`src/gfdf_pkg.sv`:
```
// gfdf_pkg: shared types, scale tables and the digit step function
// of the fix formatter pipeline
// depends on nothing
package gfdf_pkg;

    // pipeline depth, stage 0 takes the input transaction
    localparam int NSTAGE = 9;

    // first altitude stage that holds the binary feet value
    localparam int ALT_FIRST = 2;

    // largest quotient a single digit step can return
    localparam int DIV_QMAX = 18;

    // per-stage divisors, entry s is applied while loading stage s
    localparam logic [31:0] LAT_SCALE [NSTAGE] = '{
        32'd1, 32'd119304648, 32'd11930465, 32'd1988411, 32'd198842,
        32'd19885, 32'd1989, 32'd1, 32'd1
    };
    localparam logic [NSTAGE-1:0] LAT_DIGIT = 9'b001111110;

    localparam logic [31:0] LON_SCALE [NSTAGE] = '{
        32'd1, 32'd1193046471, 32'd119304647, 32'd11930465, 32'd1988411,
        32'd198842, 32'd19885, 32'd1989, 32'd1
    };
    localparam logic [NSTAGE-1:0] LON_DIGIT = 9'b011111110;

    // decimal divisors for the feet digits, most significant first
    localparam int ALT_DIGITS = NSTAGE - ALT_FIRST - 1;
    localparam logic [31:0] ALT_SCALE [ALT_DIGITS] = '{
        32'd100000, 32'd10000, 32'd1000, 32'd100, 32'd10, 32'd1
    };

    // feet = (mm/4*5)/381 via reciprocal 2^37/381 rounded up
    localparam logic [28:0] ALT_RECIP     = 29'd360732162;
    localparam int          ALT_SHIFT     = 37;
    localparam logic [31:0] ALT_SAT_LIMIT = 32'd381000000;
    localparam logic [19:0] ALT_MAX       = 20'd999999;

    localparam logic [31:0] SIGN_BIT = 32'h8000_0000;

    // load enables, one per pipeline stage
    typedef struct packed {
        logic [NSTAGE-1:0] load;
    } pipe_ctl_t;

    typedef struct packed {
        logic [4:0]  q;
        logic [31:0] rem;
    } dstep_t;

    // one truncating division step by a constant, quotient below DIV_QMAX+1
    function automatic dstep_t div_step(input logic [31:0] rem, input logic [31:0] scale);
        dstep_t      r;
        logic [36:0] mult;
        logic [36:0] sub;
        r.q  = '0;
        sub  = '0;
        for (int k = 1; k <= DIV_QMAX; k++) begin
            mult = 37'(k) * {5'b0, scale};
            if ({5'b0, rem} >= mult) begin
                r.q = 5'(k);
                sub = mult;
            end
        end
        r.rem = rem - sub[31:0];
        return r;
    endfunction

endpackage

```
`src/gfdf_ctl.sv`:
```
// gfdf_ctl: valid bits and backpressure chain of the pipeline
// depends on gfdf_pkg
module gfdf_ctl
    import gfdf_pkg::*;
(
    input  logic      aclk,
    input  logic      aresetn,
    input  logic      in_valid,
    output logic      in_ready,
    output logic      out_valid,
    input  logic      out_ready,
    output pipe_ctl_t ctl
);

    logic [NSTAGE-1:0] valid_reg;
    logic [NSTAGE-1:0] valid_next;
    logic [NSTAGE-1:0] rdy;

    // a stage loads when it is empty or its contents move on
    always_comb begin
        rdy[NSTAGE-1] = !valid_reg[NSTAGE-1] || out_ready;
        for (int s = NSTAGE - 2; s >= 0; s--) begin
            rdy[s] = !valid_reg[s] || rdy[s+1];
        end
    end

    // valid bits follow the data
    always_comb begin
        valid_next[0] = rdy[0] ? in_valid : valid_reg[0];
        for (int s = 1; s < NSTAGE; s++) begin
            valid_next[s] = rdy[s] ? valid_reg[s-1] : valid_reg[s];
        end
    end

    always_ff @(posedge aclk) begin
        if (!aresetn) begin
            valid_reg <= '0;
        end else begin
            valid_reg <= valid_next;
        end
    end

    assign ctl.load  = rdy;
    assign in_ready  = rdy[0];
    assign out_valid = valid_reg[NSTAGE-1];

endmodule

```
`src/gfdf_pos.sv`:
```
// gfdf_pos: latitude and longitude sign handling and digit stages
// depends on gfdf_pkg
module gfdf_pos
    import gfdf_pkg::*;
(
    input  logic        aclk,
    input  pipe_ctl_t   ctl,
    input  logic        fix_ok_in,
    input  logic [31:0] lat_in,
    input  logic [31:0] lon_in,
    output logic        fix_ok,
    output logic [23:0] lat_bcd,
    output logic        lat_south,
    output logic [27:0] lon_bcd,
    output logic        lon_west
);

    logic        ok_reg    [NSTAGE];
    logic        south_reg [NSTAGE];
    logic        west_reg  [NSTAGE];
    logic [31:0] lat_rem_reg [NSTAGE];
    logic [23:0] lat_bcd_reg [NSTAGE];
    logic [31:0] lon_rem_reg [NSTAGE];
    logic [27:0] lon_bcd_reg [NSTAGE];

    logic [31:0] lat_rem_next [NSTAGE];
    logic [23:0] lat_bcd_next [NSTAGE];
    logic [31:0] lon_rem_next [NSTAGE];
    logic [27:0] lon_bcd_next [NSTAGE];

    logic        south0;
    logic        west0;
    dstep_t      lat_d [NSTAGE];
    dstep_t      lon_d [NSTAGE];

    // stage 0: hemisphere flags and magnitudes, zero latitude counts as south
    assign south0 = lat_in[31] || (lat_in == '0);
    assign west0  = (lon_in & SIGN_BIT) != '0;

    always_comb begin
        lat_rem_next[0] = '0;
        lon_rem_next[0] = '0;
        lat_bcd_next[0] = '0;
        lon_bcd_next[0] = '0;
        lat_d[0]        = '0;
        lon_d[0]        = '0;
        if (fix_ok_in) begin
            lat_rem_next[0] = south0 ? (32'd0 - lat_in) : lat_in;
            lon_rem_next[0] = west0 ? (32'd0 - lon_in) : lon_in;
        end
        // at most one digit per stage on each coordinate, in the stages that LAT_DIGIT and LON_DIGIT mark
        for (int s = 1; s < NSTAGE; s++) begin
            lat_d[s] = div_step(lat_rem_reg[s-1], LAT_SCALE[s]);
            lon_d[s] = div_step(lon_rem_reg[s-1], LON_SCALE[s]);
            if (LAT_DIGIT[s]) begin
                lat_rem_next[s] = lat_d[s].rem;
                lat_bcd_next[s] = {lat_bcd_reg[s-1][19:0], lat_d[s].q[3:0]};
            end else begin
                lat_rem_next[s] = lat_rem_reg[s-1];
                lat_bcd_next[s] = lat_bcd_reg[s-1];
            end
            if (LON_DIGIT[s]) begin
                lon_rem_next[s] = lon_d[s].rem;
                lon_bcd_next[s] = {lon_bcd_reg[s-1][23:0], lon_d[s].q[3:0]};
            end else begin
                lon_rem_next[s] = lon_rem_reg[s-1];
                lon_bcd_next[s] = lon_bcd_reg[s-1];
            end
        end
    end

    // stage registers
    always_ff @(posedge aclk) begin
        if (ctl.load[0]) begin
            ok_reg[0]    <= fix_ok_in;
            south_reg[0] <= fix_ok_in && south0;
            west_reg[0]  <= fix_ok_in && west0;
        end
        for (int s = 1; s < NSTAGE; s++) begin
            if (ctl.load[s]) begin
                ok_reg[s]    <= ok_reg[s-1];
                south_reg[s] <= south_reg[s-1];
                west_reg[s]  <= west_reg[s-1];
            end
        end
        for (int s = 0; s < NSTAGE; s++) begin
            if (ctl.load[s]) begin
                lat_rem_reg[s] <= lat_rem_next[s];
                lat_bcd_reg[s] <= lat_bcd_next[s];
                lon_rem_reg[s] <= lon_rem_next[s];
                lon_bcd_reg[s] <= lon_bcd_next[s];
            end
        end
    end

    assign fix_ok    = ok_reg[NSTAGE-1];
    assign lat_bcd   = lat_bcd_reg[NSTAGE-1];
    assign lat_south = south_reg[NSTAGE-1];
    assign lon_bcd   = lon_bcd_reg[NSTAGE-1];
    assign lon_west  = west_reg[NSTAGE-1];

endmodule

```
`src/gfdf_alt.sv`:
```
// gfdf_alt: altitude millimetres to clamped feet and six bcd digits
// depends on gfdf_pkg
module gfdf_alt
    import gfdf_pkg::*;
(
    input  logic        aclk,
    input  pipe_ctl_t   ctl,
    input  logic        fix_ok_in,
    input  logic [31:0] alt_in,
    output logic [23:0] alt_bcd
);

    logic [28:0] quarter;
    logic [31:0] n5_next;
    logic [31:0] n5_reg;
    logic        neg0_reg;
    logic [60:0] prod;
    logic [19:0] prod_hi_reg;
    logic        sat_reg;
    logic        neg1_reg;
    logic [19:0] ft;

    logic [19:0] rem_reg  [ALT_FIRST:NSTAGE-1];
    logic [23:0] bcd_reg  [ALT_FIRST:NSTAGE-1];
    logic [19:0] rem_next [ALT_FIRST:NSTAGE-1];
    logic [23:0] bcd_next [ALT_FIRST:NSTAGE-1];
    dstep_t      d        [ALT_FIRST:NSTAGE-1];

    // stage 0: quarter of a non-negative value, times five
    assign quarter = alt_in[30:2];
    assign n5_next = {3'b0, quarter} + {1'b0, quarter, 2'b00};

    always_ff @(posedge aclk) begin
        if (ctl.load[0]) begin
            n5_reg   <= n5_next;
            neg0_reg <= !fix_ok_in || alt_in[31];
        end
    end

    // stage 1: reciprocal multiply for the division by 381, saturation check
    assign prod = 61'(n5_reg) * 61'(ALT_RECIP);

    always_ff @(posedge aclk) begin
        if (ctl.load[1]) begin
            prod_hi_reg <= prod[ALT_SHIFT+19:ALT_SHIFT];
            sat_reg     <= n5_reg >= ALT_SAT_LIMIT;
            neg1_reg    <= neg0_reg;
        end
    end

    // stage 2: clamp to 0..999999
    assign ft = neg1_reg ? 20'd0 : (sat_reg ? ALT_MAX : prod_hi_reg);

    // stages after: one decimal digit each
    always_comb begin
        rem_next[ALT_FIRST] = ft;
        bcd_next[ALT_FIRST] = '0;
        d[ALT_FIRST]        = '0;
        for (int s = ALT_FIRST + 1; s < NSTAGE; s++) begin
            d[s]        = div_step({12'b0, rem_reg[s-1]}, ALT_SCALE[s-ALT_FIRST-1]);
            rem_next[s] = d[s].rem[19:0];
            bcd_next[s] = {bcd_reg[s-1][19:0], d[s].q[3:0]};
        end
    end

    always_ff @(posedge aclk) begin
        for (int s = ALT_FIRST; s < NSTAGE; s++) begin
            if (ctl.load[s]) begin
                rem_reg[s] <= rem_next[s];
                bcd_reg[s] <= bcd_next[s];
            end
        end
    end

    assign alt_bcd = bcd_reg[NSTAGE-1];

endmodule

```
`src/gps_fix_to_ddmm_formatter_core.sv`:
```
// gps_fix_to_ddmm_formatter_core: top level, gps fix to bcd position and altitude
// depends on gfdf_pkg, gfdf_ctl, gfdf_pos, gfdf_alt
//
// channel | ports               | tdata fields, lowest bit first
// --------+---------------------+----------------------------------------------
// input   | s_tvalid/s_tready   | fix_flags 8, lat 32, lon 32, alt_mm 32
// result  | m_tvalid/m_tready   | fix_ok, lat_bcd, lat_south, lon_bcd,
//         |                     | lon_west, alt_bcd, one pad bit
//
// nine register stages: a fix passes through every one of them on its way to the result
// side, and one transaction is taken every cycle while results drain.
// the depth is set by the altitude path, its times-five, multiply and clamp
// stages ahead of its six decimal digit stages; longitude uses seven digit stages.
// a full stage holds its data while the next one cannot load, so a stall on m_tready
// backs up stage by stage and s_tready drops only when every stage is full.
// reset (aresetn low at a clock edge) empties the pipeline; data is not cleared.
module gps_fix_to_ddmm_formatter_core
    import gfdf_pkg::*;
(
    input  logic         aclk,
    input  logic         aresetn,
    input  logic         s_tvalid,
    output logic         s_tready,
    // [7:0] fix_flags, [39:8] lat_semicircles, [71:40] lon_semicircles,
    // [103:72] alt_mm
    input  logic [103:0] s_tdata,
    output logic         m_tvalid,
    input  logic         m_tready,
    // [0] fix_ok, [24:1] lat_bcd, [25] lat_south, [53:26] lon_bcd,
    // [54] lon_west, [78:55] alt_bcd, [79] zero
    output logic [79:0]  m_tdata
);

    pipe_ctl_t   ctl;
    logic        fix_ok_in;
    logic        fix_ok;
    logic [23:0] lat_bcd;
    logic        lat_south;
    logic [27:0] lon_bcd;
    logic        lon_west;
    logic [23:0] alt_bcd;

    // 3d fix when flag bits 0 and 2 are clear
    assign fix_ok_in = !s_tdata[0] && !s_tdata[2];

    gfdf_ctl u_ctl (
        .aclk      (aclk),
        .aresetn   (aresetn),
        .in_valid  (s_tvalid),
        .in_ready  (s_tready),
        .out_valid (m_tvalid),
        .out_ready (m_tready),
        .ctl       (ctl)
    );

    gfdf_pos u_pos (
        .aclk      (aclk),
        .ctl       (ctl),
        .fix_ok_in (fix_ok_in),
        .lat_in    (s_tdata[39:8]),
        .lon_in    (s_tdata[71:40]),
        .fix_ok    (fix_ok),
        .lat_bcd   (lat_bcd),
        .lat_south (lat_south),
        .lon_bcd   (lon_bcd),
        .lon_west  (lon_west)
    );

    gfdf_alt u_alt (
        .aclk      (aclk),
        .ctl       (ctl),
        .fix_ok_in (fix_ok_in),
        .alt_in    (s_tdata[103:72]),
        .alt_bcd   (alt_bcd)
    );

    // result packing
    assign m_tdata = {1'b0, alt_bcd, lon_west, lon_bcd, lat_south, lat_bcd, fix_ok};

endmodule

```
`config.mk`:
```
export PLATFORM = sky130hd
export DESIGN_NAME = gps_fix_to_ddmm_formatter_core
export DESIGN_NICKNAME = d
export VERILOG_FILES = /design/src/gfdf_pkg.sv /design/src/gfdf_ctl.sv /design/src/gfdf_pos.sv /design/src/gfdf_alt.sv /design/src/gps_fix_to_ddmm_formatter_core.sv
export SDC_FILE = /design/constraint.sdc
export NUM_CORES = 2
export LEC_CHECK = 0
export BUFFER_PORTS_ARGS = -buffer_cell sky130_fd_sc_hd__clkbuf_2
export CAP_MARGIN = 25
export CORE_MARGIN = 4
export CORE_UTILIZATION = 37
export DETAILED_ROUTE_END_ITERATION = 10
export GPL_TIMING_DRIVEN = 0
export PLACE_DENSITY = 0.64
export SLEW_MARGIN = 30
export SYNTH_ARGS = -nofsm -noshare
export SYNTH_HDL_FRONTEND = slang
export SYNTH_SLANG_ARGS = --single-unit
```
`constraint.sdc`:
```
create_clock -name aclk -period 7.4 [get_ports aclk]
set_input_delay 1.48 -clock aclk [delete_from_list [all_inputs] [get_ports aclk]]
set_output_delay 1.48 -clock aclk [all_outputs]
set_load 0.02 [all_outputs]
```
## Yosys cells after proc, flatten, opt, wreduce, memory -nomap -nowiden

Memory sizes are Yosys's and may differ from the RTL's.
Index checks and enable logic that the tools add are counted.

| operators by class | value |
|---|---|
| add/subtract/negate cells | 22 |
| multiply operators | 1 |
| reductions and logical operators | 27 |
| order comparisons | 320 |
| multiplexer cells | 662 |

Operator list:

| operator | number |
|---|---|
| 4-bit 2-to-1 mux | 199 |
| 32-bit by 31-bit >= comparator with 1-bit output, second input constant | 19 |
| 31-bit 2-to-1 mux | 19 |
| 32-bit by 15-bit >= comparator with 1-bit output, second input constant | 18 |
| 32-bit by 22-bit >= comparator with 1-bit output, second input constant | 18 |
| 32-bit by 25-bit >= comparator with 1-bit output, second input constant | 18 |
| 32-bit by 18-bit >= comparator with 1-bit output, second input constant | 16 |
| 32-bit by 28-bit >= comparator with 1-bit output, second input constant | 16 |
| 25-bit 2-to-1 mux | 18 |
| 32-bit by 27-bit >= comparator with 1-bit output, second input constant | 14 |
| 28-bit 2-to-1 mux | 16 |
| 18-bit 2-to-1 mux | 22 |
| 22-bit 2-to-1 mux | 18 |
| 32-bit by 19-bit >= comparator with 1-bit output, second input constant | 12 |
| 32-bit by 21-bit >= comparator with 1-bit output, second input constant | 12 |
| 27-bit 2-to-1 mux | 14 |
| 15-bit 2-to-1 mux | 22 |
| 32-bit by 24-bit >= comparator with 1-bit output, second input constant | 10 |
| 32-bit by 26-bit >= comparator with 1-bit output, second input constant | 10 |
| 32-bit by 30-bit >= comparator with 1-bit output, second input constant | 9 |
| 19-bit 2-to-1 mux | 15 |
| 30-bit 2-to-1 mux | 9 |
| 20-bit 2-to-1 mux | 13 |
| 26-bit 2-to-1 mux | 10 |
| other kinds (70) | 485 |

| word-level totals | value |
|---|---|
| memories kept | 9 |
| input port bits | 108 |
| output and inout port bits | 82 |
| RAM bits | 1379 |
| register bits | 64 |

Memories:

| memory | depth | width | read ports | clocked after memory_dff | wr ports | line | text |
|---|---|---|---|---|---|---|---|
| u_pos.lat_rem_reg | 9 | 32 | 8 | 0 | 9 | gfdf_pos.sv:21 | `logic [31:0] lat_rem_reg [NSTAGE];` |
| u_pos.lon_rem_reg | 9 | 32 | 8 | 0 | 9 | gfdf_pos.sv:23 | `logic [31:0] lon_rem_reg [NSTAGE];` |
| u_pos.lon_bcd_reg | 9 | 28 | 9 | 0 | 9 | gfdf_pos.sv:24 | `logic [27:0] lon_bcd_reg [NSTAGE];` |
| u_pos.lat_bcd_reg | 9 | 24 | 9 | 0 | 9 | gfdf_pos.sv:22 | `logic [23:0] lat_bcd_reg [NSTAGE];` |
| u_alt.bcd_reg | 7 | 24 | 7 | 0 | 7 | gfdf_alt.sv:24 | `logic [23:0] bcd_reg [ALT_FIRST:NSTAGE-1];` |
| u_alt.rem_reg | 7 | 20 | 6 | 0 | 7 | gfdf_alt.sv:23 | `logic [19:0] rem_reg [ALT_FIRST:NSTAGE-1];` |
| 3 more memories | -- | -- | -- | -- | -- | -- |  |

## Depth between registers and ports, before layout

An unclocked memory read counts as a cell.

| logic depth | value |
|---|---|
| word-level depth | 21 |
| gate-level depth with buffers | 36 |
| gate-level depth less buffers | 35 |

## Hierarchy

A second synthesis with hierarchy kept.

| unflattened totals | value |
|---|---|
| cells, all modules | 9042 |
| area, all modules | 81212.9 um2 |

By module, submodules not included:

| module | cells each | seq. area each (um2) | instances | area an instance (um2) |
|---|---|---|---|---|
| gfdf_pos | 6493 | 20990.1 | 1 | 55562.0 |
| gfdf_alt | 2498 | 7777.5 | 1 | 25224.2 |
| gfdf_ctl | 45 | 180.2 | 1 | 389.1 |
| gps_fix_to_ddmm_formatter_core | 6 | 0.0 | 1 | 37.5 |

## Worst setup path after synthesis

Ideal clock, no wire load.

| path | value |
|---|---|
| path kind | register to register |
| start | reg u_alt.n5_reg[6] |
| end | reg u_alt.prod_hi_reg[19] (data pin) |
| buffers on the path | 0 |
| clock period less this slack | 7284 ps |
| arrival | 7024 ps |
| library setup time | 260 ps |
| slack | 116 ps |
| cell stages (with the launch flop) | 27 |
| cell sequence | edfxtp_1 -> ha_1 -> inv_1 -> fa_1 -> inv_1 -> fa_1 -> fa_1 -> fa_1 -> fa_1 -> fa_1 -> ha_1 -> a21o_1 -> a21o_1 -> a21o_1 -> a211o_1 -> a311oi_1 -> nand3b_1 -> o22ai_1 -> o211ai_1 -> a311oi_1 -> and3_1 -> o31ai_1 -> a21boi_0 -> o21a_1 -> o21a_1 -> nor2_1 -> xnor2_1 |

| between the ends | value |
|---|---|
| longest elaborated chain between the ends | 1 |

Ends and longest elaborated chain:

| what | line | text |
|---|---|---|
| start: declaration | gfdf_alt.sv:15 | `logic [31:0] n5_reg;` |
| start signal: assignment | gfdf_alt.sv:35 | `n5_reg <= n5_next;` |
| 32-bit by 28-bit multiplier with 56-bit output | gfdf_alt.sv:41 | `assign prod = 61'(n5_reg) * 61'(ALT_RECIP);` |
| net u_alt.prod[56] | gfdf_alt.sv:17 | `logic [60:0] prod;` |
| end signal: assignment | gfdf_alt.sv:45 | `prod_hi_reg <= prod[ALT_SHIFT+19:ALT_SHIFT];` |
| end: declaration | gfdf_alt.sv:18 | `logic [19:0] prod_hi_reg;` |

The timed path passes the listed nets, and every way through them passes these cells.
A chain may end at the register's enable or synchronous reset.

## Worst setup path in the final report

Same ends and word-level chain as after synthesis.

==> flow_summary.toml <==
[global_route]
grt_usage = 0.2093
grt_pass1_vias = 68740
use_met1 = 0.2865
antenna_found_initial = 3
met2_usage = 0.3418
grt_max_degree = 94
busiest_layer = "met2"
grtUsageMet3 = 0.02535
grt_overflow = 0
grt_first_pass_wirelength_microns = 382300

[cells_and_area]
fin_nets = 10440
largest_register_ff_count = 224
layout_common_cells = "edfxtp_1, nor2_1, nand2_1"
design_area_sq_um = 91810
stdcell_count = 12420
fillerInstances = 21200
final_common_cell = "edfxtp_1"
finish.utilization = 0.4232
drive_gt1_frac = 0.1014
area_growth_pct = 13.94

[timing]
hold_violations = 0
slew_headroom = 0.3599
rsz0062_at_grt = "yes"
fin_crit_sh = 1.009
clock.fmax_ghz = 0.1339
finalMaxSlewViolations = 0
setup_viol = 2
period_needed_ns = 7.467
skew_ns = 0.06801
setup_slack_ns = -0.06732
tightestPinTransition_ns = 0.9452

[route]
drt_pass1_iterations = 6
drc = 0
first_iter_violations = 6017
viasPerCell = 5.694
drt_wl_total_microns = 245000
drtAntennaViolNets = 0
vias = 70720
wl_per_cell_microns = 19.73

[clocking]
cts_buffers = 109
cts_root_buf = "clkbuf_16"
cts_tree = "yes"
clk_pin_slew_ns = 0.06
cts_buffer_depth = 3
clkSinkCount = 967
htree_levels = 3
clk_latency_ns = 0.81

[status]
status = "finished, violations left"
violations = "negative setup slack"

[die]
io_pins = 190
core.rowCount = 171
start_util = 0.3714
core-area_sq_um = 217000
dieArea_sq_um = 225300
die_h_microns = 474.7
die_x_microns = 474.7

[power_and_ir_drop]
p_per_area_nw_per_um2 = 533.9
clockPowerShare = 0.109
p_switching_w = 0.02319
leakagePower_nw = 36.62
cell_internal_pwr_w = 0.02582
p_seq_frac = 0.222
peakVddDrop_mv = 1.497
finalPower_w = 0.04902
combPwrFrac = 0.670
switching_share = 0.4731

[synthesis]
async_reset_ff_frac = 0
yosys.cell_types.count = 94
ys_warn_count = 0
synth-edff-count = 958
synth.ff_latch_count = 967
yosysSeqAreaShare = 0.3593
synthFlopType = "edfxtp_1"
syn_inst = 9033
syn_avg_cell_area_sq_um = 8.920
synth.cell_area_sq_um = 80570

[critical_path]
ff2ff_path_depth = 28
cp.arrival_ns = 7.97
r2r_slack_ns = -0.07
max_stage_delay_ns = 0.55
crit_start = "u_alt.n5_reg[6]$_DFFE_PP_"
crit_slowest_cell = "fa_1"
critPathKind = "flip-flop to flip-flop"
endpoint_kind = "flip-flop"
critical_path.startpoint_type = "flip-flop"
rr_startpoint = "u_alt.n5_reg[6]$_DFFE_PP_"
reg2reg_to = "u_alt.prod_hi_reg[19]$_DFFE_PP_"
endpoint = "u_alt.prod_hi_reg[19]$_DFFE_PP_"
cp_max_fo = 3
worstPathRequired_ns = 7.90
cp_common_cell = "fa_1"

[placed_design]
io_buffers = 176
gp_congestion = 0.9571
dp_hpwl_microns = 190600
post_dp_cell_area_sq_um = 85490
preCtsSetupSlack_ns = -1.611
placed_cells = 12080

[hold_path]
hold_class = "flip-flop to flip-flop"

[run]
max-cap-violations = 0
[area by class of cell]
| class | count | area, sq um | area share |
|---|---|---|---|
| Multi-Input combinational cell | 7015 | 49230 | 0.5362 |
| Buffer | 427 | 1714 | 0.01867 |
| Tap cell | 2854 | 3571 | 0.03889 |
| Clock buffer | 127 | 2795 | 0.03045 |
| Timing Repair Buffer | 351 | 2470 | 0.02690 |
| Antenna cell | 2 | 5.005 | 0.00005451 |
| Inverter | 602 | 2298 | 0.02503 |
| Clock inverter | 75 | 782.0 | 0.008518 |
| Sequential cell | 967 | 28950 | 0.3153 |
[worst max-delay path: cells and delay by family (launching register included)]
| family | cells | cell delay (ns) |
|---|---|---|
| adders and majority gates | 8 | 3.46 |
| AOI/OAI and AO/OA | 12 | 2.24 |
| and+or+nand+nor | 3 | 0.54 |
| DFF | 1 | 0.48 |
| buffers and inverters | 4 | 0.43 |
| xor gates and xnor gates | 1 | 0.07 |
[cell usage after synthesis, types with 41 or more instances]
master | instances | share of area
o211ai_1 | 47 | 0.0044
nor2_1 | 879 | 0.041
a211oi_1 | 72 | 0.0067
or2_2 | 75 | 0.0058
o21ai_0 | 699 | 0.043
a21boi_0 | 121 | 0.011
a31oi_1 | 106 | 0.0082
ha_1 | 664 | 0.10
nand3b_1 | 45 | 0.0042
fa_1 | 192 | 0.048
a21o_1 | 172 | 0.016
nand4_1 | 98 | 0.0076
or3_1 | 102 | 0.0079
o21a_1 | 129 | 0.012
inv_1 | 600 | 0.028
or4_1 | 44 | 0.0041
nand3_1 | 238 | 0.015
o31ai_1 | 65 | 0.0061
and2_1 | 92 | 0.0071
nor2b_1 | 146 | 0.011
nand2_1 | 732 | 0.034
and3_1 | 61 | 0.0047
o21bai_1 | 66 | 0.0061
nor4_1 | 158 | 0.012
a21oi_1 | 671 | 0.042
xor2_1 | 181 | 0.020
nor3_1 | 288 | 0.018
clkbuf_1 | 419 | 0.020
edfxtp_1 | 958 | 0.36
xnor2_1 | 219 | 0.024
nand2b_1 | 134 | 0.010
o41ai_1 | 41 | 0.0045
[stage by stage]
stage / TNS (ns) / hold slack (ns)
after global placement: -67.84 / 0.4024
final: -0.08290 / 0.3590
after global routing: -1.179 / 0.3596
after floorplan: 0 / 0.4003
after CTS: -0.1716 / 0.3550
after detailed placement: -70.89 / 0.4045
[per-layer routing]
metal  wire length [microns]  part of all wire
met1                  110700              0.45
met2                  111800              0.46
met3                   13400             0.055
met4                    9038             0.037
met5                      13          0.000053
[what timing repair did]
| action | 4_1_cts | 5_1_grt |
|---|---|---|
| cloned | 0 | 0 |
| buffers inserted | 71 | 89 |
| endpoints found under the setup margin | 113 | 135 |
| hold buffers | 0 | 0 |
| pin swaps | 88 | 132 |
| hold endpoints to repair | 0 | 0 |
| gates resized for setup | 186 | 348 |
[power by group through the flow]
stage | clock network, W | registers, W | logic, W
final | 0.00532 | 0.0109 | 0.0328
after detailed placement | 0 | 0.0109 | 0.0296
after floorplan | 0 | 0.00992 | 0.0221
after CTS | 0.00551 | 0.0108 | 0.0313
after global placement | 0 | 0.0109 | 0.0292
after global routing | 0.00572 | 0.0110 | 0.0367
[worst min-delay path by stage]
stage                                               end  cells after the start                                    start
floorplan               u_alt.bcd_reg[0][100]$_DFFE_PP_                      0       u_alt.bcd_reg[0][72]$_SDFFCE_PN0P_
global placement    u_pos.lon_bcd_reg[0][226]$_DFFE_PP_                      0  u_pos.lon_bcd_reg[0][198]$_SDFFCE_PP0P_
detailed placement      u_alt.bcd_reg[0][103]$_DFFE_PP_                      0       u_alt.bcd_reg[0][75]$_SDFFCE_PP1P_
CTS                  u_pos.lon_bcd_reg[0][89]$_DFFE_PP_                      0   u_pos.lon_bcd_reg[0][57]$_SDFFCE_PP1P_
global route         u_pos.lon_bcd_reg[0][89]$_DFFE_PP_                      0   u_pos.lon_bcd_reg[0][57]$_SDFFCE_PP1P_
finish              u_pos.lon_bcd_reg[0][154]$_DFFE_PP_                      0      u_pos.lon_bcd_reg[0][122]$_DFFE_PP_
[kinds of logic (layout without fill, tap and decap cells)]
kind of cell    Yosys count  count (layout)  share of synthesized area
compound gates         2509            2509                     0.1967
xor+xnor                400             400                    0.04348
fa+ha+maj               861             861                     0.1514
buf+inv                1053            1582                    0.04947
flops                   967             967                     0.3593
mux                       4               4                  0.0004969
other cells               1               5                 0.00004654
simple gates           3238            3238                     0.1991
Note: power is estimated with default switching activity, not from simulation.
